$ cat src/rtl/core/rotation_matrix_to_quaternion_macros.svh
// assertion macros for the rotation matrix to quaternion block
`ifndef ROTATION_MATRIX_TO_QUATERNION_MACROS_SVH
`define ROTATION_MATRIX_TO_QUATERNION_MACROS_SVH

`ifndef SYNTH
// property must hold at every clock edge out of reset
`define RMQ_ASSERT(lbl, clk, rst_n, prop) \
    lbl: assert property (@(posedge clk) disable iff (!rst_n) prop) \
        else $error("rmq property failed");
// condition must never be seen at a clock edge out of reset
`define RMQ_ASSERT_NEVER(lbl, clk, rst_n, cond) \
    lbl: assert property (@(posedge clk) disable iff (!rst_n) !(cond)) \
        else $error("rmq forbidden condition seen");
`else
`define RMQ_ASSERT(lbl, clk, rst_n, prop)
`define RMQ_ASSERT_NEVER(lbl, clk, rst_n, cond)
`endif

`endif

$ cat src/rtl/core/rmq_pkg.sv
package rmq_pkg;

    // element format and derived widths
    localparam int ELEM_WIDTH = 16;
    localparam int FRAC_BITS  = ELEM_WIDTH - 2;
    localparam int MAG_W      = ELEM_WIDTH + 1;
    localparam int RAD_W      = ELEM_WIDTH + 1;
    localparam int SUM_W      = ELEM_WIDTH + 2;
    localparam int ROOT_W     = ELEM_WIDTH;
    localparam int SQ_IN_W    = 2 * ELEM_WIDTH;
    localparam int REM_W      = ELEM_WIDTH + 3;
    localparam int NUM_W      = 2 * ELEM_WIDTH;
    localparam int DIV_W      = ELEM_WIDTH + 1;
    localparam int QUO_W      = ELEM_WIDTH - 1;

    // pipeline depth
    localparam int SQ_STAGES  = ELEM_WIDTH;
    localparam int DIV_STAGES = QUO_W;
    localparam int LATENCY    = 2 * ELEM_WIDTH + 3;

    // quaternion lanes
    localparam int NUM_LANES = 4;
    localparam int LANE_X    = 0;
    localparam int LANE_Y    = 1;
    localparam int LANE_Z    = 2;
    localparam int LANE_W    = 3;

    typedef logic signed [ELEM_WIDTH-1:0] t_elem;
    typedef logic [1:0]                   t_pivot;

    // pivot codes
    localparam t_pivot PIVOT_ROW0  = 2'd0;
    localparam t_pivot PIVOT_ROW1  = 2'd1;
    localparam t_pivot PIVOT_ROW2  = 2'd2;
    localparam t_pivot PIVOT_TRACE = 2'd3;

    localparam logic signed [SUM_W-1:0] ONE_Q = SUM_W'(1) << FRAC_BITS;
    localparam t_elem SAT_MAX = {1'b0, {(ELEM_WIDTH-1){1'b1}}};
    localparam t_elem SAT_MIN = {1'b1, {(ELEM_WIDTH-1){1'b0}}};

    typedef struct packed {
        t_elem elem_0_0;
        t_elem elem_0_1;
        t_elem elem_0_2;
        t_elem elem_1_0;
        t_elem elem_1_1;
        t_elem elem_1_2;
        t_elem elem_2_0;
        t_elem elem_2_1;
        t_elem elem_2_2;
    } t_req;

    typedef struct packed {
        t_elem  quat_x;
        t_elem  quat_y;
        t_elem  quat_z;
        t_elem  quat_w;
        t_pivot pivot_used;
        logic   degenerate;
    } t_rsp;

    // side data carried along the square root
    typedef struct packed {
        logic [NUM_LANES-1:0][MAG_W-1:0] mag;
        logic [NUM_LANES-1:0]            neg;
        t_pivot                          pivot;
        logic                            degen;
    } t_ctx;

    // one divider stage, four lanes sharing one divisor
    typedef struct packed {
        logic [NUM_LANES-1:0][NUM_W-1:0] rem;
        logic [NUM_LANES-1:0][QUO_W-1:0] quo;
        logic [NUM_LANES-1:0]            ovf;
        logic [NUM_LANES-1:0]            neg;
        logic [DIV_W-1:0]                dvsr;
        logic [ROOT_W-1:0]               big;
        t_pivot                          pivot;
        logic                            degen;
    } t_div;

endpackage

$ cat src/rtl/core/rmq_sqrt.sv
module rmq_sqrt (
    input  logic                 i_clk,
    input  logic                 i_rst_n,
    input  logic                 i_vld,
    input  logic [rmq_pkg::RAD_W-1:0]  i_rad,
    input  rmq_pkg::t_ctx        i_ctx,
    output logic                 o_vld,
    output logic [rmq_pkg::ROOT_W-1:0] o_root,
    output rmq_pkg::t_ctx        o_ctx
);
    import rmq_pkg::*;

    // stage inputs: index 0 is the entry, index k+1 is register stage k
    logic                s_vld  [SQ_STAGES+1];
    logic [REM_W-1:0]    s_rem  [SQ_STAGES+1];
    logic [ROOT_W-1:0]   s_root [SQ_STAGES+1];
    logic [SQ_IN_W-1:0]  s_bits [SQ_STAGES+1];
    t_ctx                s_ctx  [SQ_STAGES+1];

    logic                r_vld  [SQ_STAGES];
    logic [REM_W-1:0]    r_rem  [SQ_STAGES];
    logic [ROOT_W-1:0]   r_root [SQ_STAGES];
    logic [SQ_IN_W-1:0]  r_bits [SQ_STAGES];
    t_ctx                r_ctx  [SQ_STAGES];

    logic                n_vld  [SQ_STAGES];
    logic [REM_W-1:0]    n_rem  [SQ_STAGES];
    logic [ROOT_W-1:0]   n_root [SQ_STAGES];
    logic [SQ_IN_W-1:0]  n_bits [SQ_STAGES];
    t_ctx                n_ctx  [SQ_STAGES];

    // entry: radicand scaled by 2^F, left aligned on an even boundary
    assign s_vld[0]  = i_vld;
    assign s_rem[0]  = '0;
    assign s_root[0] = '0;
    assign s_bits[0] = {1'b0, i_rad, {FRAC_BITS{1'b0}}};
    assign s_ctx[0]  = i_ctx;

    for (genvar g = 0; g < SQ_STAGES; g++) begin : g_link
        assign s_vld[g+1]  = r_vld[g];
        assign s_rem[g+1]  = r_rem[g];
        assign s_root[g+1] = r_root[g];
        assign s_bits[g+1] = r_bits[g];
        assign s_ctx[g+1]  = r_ctx[g];
    end

    // one root bit per stage
    always_comb begin
        logic [REM_W-1:0] rem_sh;
        logic [REM_W-1:0] trial;
        rem_sh = '0;
        trial  = '0;
        for (int k = 0; k < SQ_STAGES; k++) begin
            rem_sh    = {s_rem[k][REM_W-3:0], s_bits[k][SQ_IN_W-1 -: 2]};
            trial     = REM_W'({s_root[k], 2'b01});
            n_vld[k]  = s_vld[k];
            n_ctx[k]  = s_ctx[k];
            n_bits[k] = {s_bits[k][SQ_IN_W-3:0], 2'b00};
            if (rem_sh >= trial) begin
                n_rem[k]  = rem_sh - trial;
                n_root[k] = {s_root[k][ROOT_W-2:0], 1'b1};
            end else begin
                n_rem[k]  = rem_sh;
                n_root[k] = {s_root[k][ROOT_W-2:0], 1'b0};
            end
        end
    end

    // stage valid bits
    always_ff @(posedge i_clk) begin
        for (int k = 0; k < SQ_STAGES; k++) begin
            if (!i_rst_n) begin
                r_vld[k] <= 1'b0;
            end else begin
                r_vld[k] <= n_vld[k];
            end
        end
    end

    // stage payload
    always_ff @(posedge i_clk) begin
        for (int k = 0; k < SQ_STAGES; k++) begin
            r_rem[k]  <= n_rem[k];
            r_root[k] <= n_root[k];
            r_bits[k] <= n_bits[k];
            r_ctx[k]  <= n_ctx[k];
        end
    end

    assign o_vld  = s_vld[SQ_STAGES];
    assign o_root = s_root[SQ_STAGES];
    assign o_ctx  = s_ctx[SQ_STAGES];

endmodule

$ cat config.mk
export PLATFORM = sky130hd
export DESIGN_NAME = rmq_sqrt
export DESIGN_NICKNAME = d
export VERILOG_FILES = /design/src/rtl/core/rotation_matrix_to_quaternion_macros.svh /design/src/rtl/core/rmq_pkg.sv /design/src/rtl/core/rmq_sqrt.sv
export SDC_FILE = /design/constraint.sdc
export NUM_CORES = 1
export LEC_CHECK = 0
export BUFFER_PORTS_ARGS = -buffer_cell sky130_fd_sc_hd__buf_2
export CORE_ASPECT_RATIO = 0.7
export CORE_MARGIN = 3
export CORE_UTILIZATION = 57
export CTS_CLUSTER_DIAMETER = 200
export DETAILED_ROUTE_END_ITERATION = 10
export HOLD_SLACK_MARGIN = 0.03
export PLACE_DENSITY_LB_ADDON = 0.12
export SLEW_MARGIN = 20
export SYNTH_ARGS = -nofsm -noshare
export SYNTH_HDL_FRONTEND = slang
export SYNTH_SLANG_ARGS = --single-unit
$ cat constraint.sdc
create_clock -name i_clk -period 7 [get_ports i_clk]
set_input_delay 1.05 -clock i_clk [delete_from_list [all_inputs] [get_ports i_clk]]
set_output_delay 1.05 -clock i_clk [all_outputs]
set_load 0.005 [all_outputs]
==> results.cfg, run 1 <==
[outcome]
outcome = complete, no violations

[drt]
drt_first_pass_iters = 5
finalWirelength_mm = 59.3
vias = 20450
ant_nets = 0
drc = 0
first_iter_violations = 936
routed_via_density = 4.64
wl_per_cell_um = 13.5

[worst_setup_path]
cp-start-kind = register
cp.required_ns = 7.59
critPathKind = reg -> reg
r2r_slack_ns = 4.11
reg2reg_to = r_rem[1][101]
crit_path_end_kind = register
crit_path_start = r_root[1][65]
cp_max_fo = 23
r2r_start = r_root[1][65]
arrival_ns = 3.48
crit_end = r_rem[1][101]
ff2ff_path_depth = 8

[global_route]
grt_pass1_vias = 20431
antenna_found_initial = 0
met1_usage_pct = 20.3
gr-usage-met2_pct = 24.4
grt_pass1_wl_mm = 96.7
busiest_layer = met2
overflow = 0
grt_use_total_pct = 15.4
gr-usage-met3_pct = 3.72
grt_max_degree = 25

[sta]
setup_slack_ns = 4.11
finClkSkew_ns = 0.0273
max_freq_ghz = 0.346
maxSlewViolCount = 0
worstMarginPinSlew_ns = 0.956
rsz0062_at_grt = no
finalHoldViolations = 0
fin_crit_ns = 2.89
setup_violations = 0
fin_crit_sh_pct = 41.3
slew-limit-headroom_pct = 35.9
finalSetupTns_ns = 0

[floorplan]
die_w_um = 331
die_area_mm2 = 0.0772
start_util_pct = 58.2
die_y_um = 233
rows = 82
num_io_pins = 187
core_mm2 = 0.0723

[logic_synthesis]
seq_area_frac_synth_pct = 78.6
async_flop_share_pct = 0
syn-cell-area_mm2 = 0.0421
syn_nets = 3275
syn_inst = 3035
synth-edff-count = 0
ys_seq_elements = 1651
synth_cell_types = 75
synth_ff_type = dfxtp_1
avgSynthCellArea_um2 = 13.9
synth_warnings = 0

[placed_design]
dpl_worst_slack_ns = 4.14
placed_cell_area_mm2 = 0.0441
routabilityCongestion = 0.857
dp_hpwl_mm = 38.6
io_buffers = 186

[clock_network]
numCtsBuffers = 137
cts_resized = 0
h-tree-depth = 4
cts_hold_buf = 0
cts_setup_buffers = 0
clockBufferDepth = 3
cts_tree = built
clock_latency_ns = 0.72
clk_pin_slew_ns = 0.07
cts_root_buffer = clkbuf_16
clkSinkCount = 1651

[cells_and_area]
drive_gt1_share_pct = 13.4
final_cell_mix = dfxtp_1, buf_2, inv_1, clkbuf_16, ha_1
nets = 3578
final_core_util_pct = 67.5
area_delta_synth_final_pct = 16.1
fill_cells = 5008
diodes = 0
final_common_cell = dfxtp_1
final_area_mm2 = 0.0488

[power_and_ir_drop]
p_leak_nw = 21.9
powerDensity_mw_per_mm2 = 410
vdd_drop_max_mv = 0.256

[run]
drv_cap = 0

[hold_path]
holdCritPathClass = reg -> reg
==> state kept, by name, summed over array words and instances (netlist names) <==
signal / cells
r_vld: 16
r_bits: 72
r_ctx: 1200
r_root: 136
r_rem: 227
==> worst max-delay path, cell delays in order (launching register included) <==
cell and delay [ns]:
dfxtp_1 0.38, inv_1 0.06, ha_1 0.31, a211oi_1 0.23, nor2_1 0.10, o31a_1 0.30, a311oi_1 0.38, nand2_1 0.55
mux2_2 0.47
==> worst min-delay path by stage <==
stage / startpoint / to / depth (start not counted)
detailed placement: r_bits[0][83] / r_bits[0][115] / 0
floorplan: r_bits[0][78] / r_bits[0][110] / 0
global route: r_ctx[1][301] / r_ctx[1][376] / 0
global placement: r_ctx[0][429] / r_ctx[0][504] / 0
CTS: r_ctx[1][301] / r_ctx[1][376] / 0
finish: r_ctx[1][301] / r_ctx[1][376] / 0
==> metrics by stage <==
stage | hold WS (ns) | total power, mW | instances
after floorplan | 0.310 | 12.0 | 3035
after global placement | 0.309 | 12.4 | 4165
after detailed placement | 0.312 | 12.5 | 4165
after CTS | 0.299 | 20.2 | 4409
after global routing | 0.312 | 20.9 | 4409
final | 0.305 | 20.0 | 4409
==> cells by family (layout without fill, tap and decap cells) <==
family / after synthesis / in the layout / synth area share [%]
flip-flops: 1651 / 1651 / 78.6
buffers and inverters: 204 / 612 / 1.86
multiplexers: 38 / 38 / 0.999
XOR/XNOR: 145 / 145 / 3.02
other: 1 / 1 / 0.00891
adder cells (fa/ha/maj): 145 / 145 / 4.42
AO/OA/AOI/OAI: 370 / 370 / 5.44
AND/OR/NAND/NOR: 481 / 481 / 5.68
==> layout make-up <==
| type | instances | area [um2] | share of cell area, % |
|---|---|---|---|
| flip-flops and latches | 1651 | 33100 | 67.7 |
| clock inverters | 54 | 736 | 1.51 |
| well taps | 966 | 1210 | 2.48 |
| inverters | 179 | 672 | 1.38 |
| repair buffers | 189 | 953 | 1.95 |
| multi-input cells | 1180 | 8250 | 16.9 |
| clock buffers | 190 | 3960 | 8.12 |
==> routing by layer <==
metal	share of wire (%)	wire length (um)	up-vias
met2	44	26300	442
li1	-	-	10560
met5	0	0	-
met1	48	28500	9321
met4	2.4	1430	0
met3	5.3	3120	127
==> synthesized netlist by cell type (16+ instances only) <==
cell type | count | area [um2]
nor2b_1 | 20 | 125
nand2b_1 | 30 | 188
inv_1 | 177 | 664
or3_1 | 23 | 144
mux2_2 | 32 | 360
dfxtp_1 | 1651 | 33100
ha_1 | 139 | 1740
a21oi_1 | 117 | 586
and2_1 | 21 | 131
nor4_1 | 16 | 100
a211oi_1 | 19 | 143
xnor2_1 | 71 | 622
xor2_1 | 74 | 648
clkbuf_1 | 18 | 67.6
nand2_1 | 116 | 435
o21ai_0 | 101 | 505
nor3_1 | 39 | 195
nor2_1 | 133 | 499
a21o_1 | 28 | 210
o21a_1 | 25 | 188
nand3_1 | 25 | 125
==> where the power goes <==
| part | switching (mW) | total (mW) | internal, mW |
|---|---|---|---|
| combinational | 0.860 | 1.65 | 0.787 |
| sequential | 0.426 | 10.7 | 10.3 |
| clock | 3.25 | 7.67 | 4.42 |
Power figures use the tool's default switching activity.
==> run 2, diff against run 1 <==
Settings changed: CORE_UTILIZATION 57 to 53.
Clock period 7 ns to 2.6 ns, I/O delays scaled along.
==> run 2 against run 1 <==
  * The flow now finishes with violations (negative setup slack)
  * Utilization down 2.6 points
  * Sequential share of layout area fell by 2.2 points
  * Clock-buffer cell count is 2 lower
  * Via count increased by 2.0%
  * Wire length increased by 1.6%
  * Sequential power rose to 2.7 times the previous value
  * Final area increased by 3.4%
  * Global-route usage decreased by 0.65 points
  * Setup slack worse by 4.1 ns
  * Die area is 7.4% higher
  * Highest routed layer unchanged
==> results.cfg, run 2 (synthesized netlist as in run 1, its figures left out) <==
[outcome]
outcome = finished, violations left
violations = negative setup slack

[drt]
drc = 0
drt_first_pass_iters = 5
wl_per_cell_um = 13.0
ant_nets = 0
routed_via_density = 4.52
finalWirelength_mm = 60.3
vias = 20864
first_iter_violations = 942

[sta]
worst_hold_slack_ns = 0.289
rsz0062_at_grt = yes
slew-limit-headroom_pct = 53.4
setup_slack_ns = -0.00502
max_freq_ghz = 0.384
worstMarginPinSlew_ns = 0.691
setup_violations = 1
finClkSkew_ns = 0.0356
fin_crit_sh_pct = 100
finalHoldViolations = 0
fin_crit_ns = 2.61
maxSlewViolCount = 0

[power_and_ir_drop]
swShare_pct = 22.9
p_comb_share_pct = 8.7
p_leak_nw = 22.6
powerDensity_mw_per_mm2 = 1090
p_int_mw = 42.4
p_switching_mw = 12.6
vdd_drop_max_mv = 0.694
seq_power_share_pct = 52.4
finalPower_mw = 54.9
pwr-share-clk_pct = 38.9

[floorplan]
die_w_um = 343
num_io_pins = 187
rows = 85
die_area_mm2 = 0.0828
core_mm2 = 0.0777
start_util_pct = 54.1
die_y_um = 242

[cells_and_area]
fill_cells = 5672
drive_gt1_share_pct = 14.8
area_delta_synth_final_pct = 20.0
nets = 3704
final_core_util_pct = 64.9
final_cell_mix = dfxtp_1, buf_2, inv_1, clkbuf_16, ha_1
seqCellArea_mm2 = 0.0331
biggestRegsByFlops = r_ctx x1200, r_rem x227, r_root x136
largest_register_ffs = 1200
multi_input_area_mm2 = 0.00834
final_common_cell = dfxtp_1
top_register = r_ctx
diodes = 0

[clock_network]
clock_latency_ns = 0.72
cts_root_buffer = clkbuf_16
cts_tree = built
h-tree-depth = 4
clockBufferDepth = 3
numCtsBuffers = 138
clk_pin_slew_ns = 0.06
clkSinkCount = 1651

[global_route]
antenna_found_initial = 0
grt_pass1_wl_mm = 101
overflow = 0
grt_use_total_pct = 14.8
grt_max_degree = 25
grt_pass1_vias = 20810

[worst_setup_path]
cp-start-kind = register
arrival_ns = 3.20
crit_path_end_kind = register
critPathKind = reg -> reg
cp.required_ns = 3.19
cp_max_fo = 4

[hold_path]
holdCritPathClass = in -> reg

[run]
drv_cap = 0

[placed_design]
io_buffers = 186
dpl_worst_slack_ns = -0.00681
routabilityCongestion = 0.819
dp_hpwl_mm = 39.3
==> run 2: power by group through the flow <==
stage                     combinational, mW  clock [mW]  sequential, mW
after floorplan                        3.44           0            28.9
after global placement                 4.43           0            29.3
after detailed placement               4.56           0            29.4
after CTS                              4.71        22.1            28.8
after global routing                   5.39        23.1            29.0
final                                  4.77        21.4            28.8
==> run 2: metrics by stage <==
step / TNS [ns] / instances / area, um2
after global routing: -0.452 / 4619 / 50500
after CTS: 0 / 4616 / 50400
final: -0.00502 / 4619 / 50500
after floorplan: 0 / 3035 / 42100
after detailed placement: -0.00805 / 4270 / 44500
after global placement: 0 / 4270 / 44500
==> run 2: repair_timing <==
action | CTS | global route
resized for setup | 2 | 29
hold buffers | 95 | 0
hold endpoints to repair | 108 | 0
endpoints found under the setup margin | 6 | 53
pin swaps | 0 | 5
buffers inserted | 0 | 3
==> run 2: per-layer routing <==
metal | vias to the layer above | part of all wire (%) | GRT usage (%)
met2 | 372 | 43 | 22.5
met5 | - | 0 | 0
met1 | 9564 | 50 | 20.3
met3 | 109 | 4.4 | 3.37
li1 | 10819 | - | -
met4 | 0 | 2.3 | 6.13
==> run 2: final cells by class <==
type	count	share of cell area (%)
Tap cell	1044	2.59
Multi-Input combinational cell	1180	16.5
Inverter	179	1.33
Timing Repair Buffer	314	4.30
Clock inverter	63	1.96
Sequential cell	1651	65.5
Clock buffer	188	7.83
==> run 2: path summary, 6_finish.rpt <==
check	startpoint	endpoint	slack, ns	cells past startpoint
worst max-delay path	r_root[0][118]	r_rem[1][4]	-0.005	8
worst max register to register	r_root[0][118]	r_rem[1][4]	-0.005	8
worst min-delay path	i_ctx[37]	r_ctx[0][37]	0.29	2
worst min register to register	r_ctx[0][83]	r_ctx[0][158]	0.29	0
==> run 2: worst max-delay path: stages (launching register included) <==
cell and delay (ns):
dfxtp_1 0.33, inv_1 0.05, ha_1 0.30, a21o_1 0.22, a2111o_1 0.44, a311o_2 0.39
nor3_4 0.27, buf_4 0.18, mux2_2 0.32
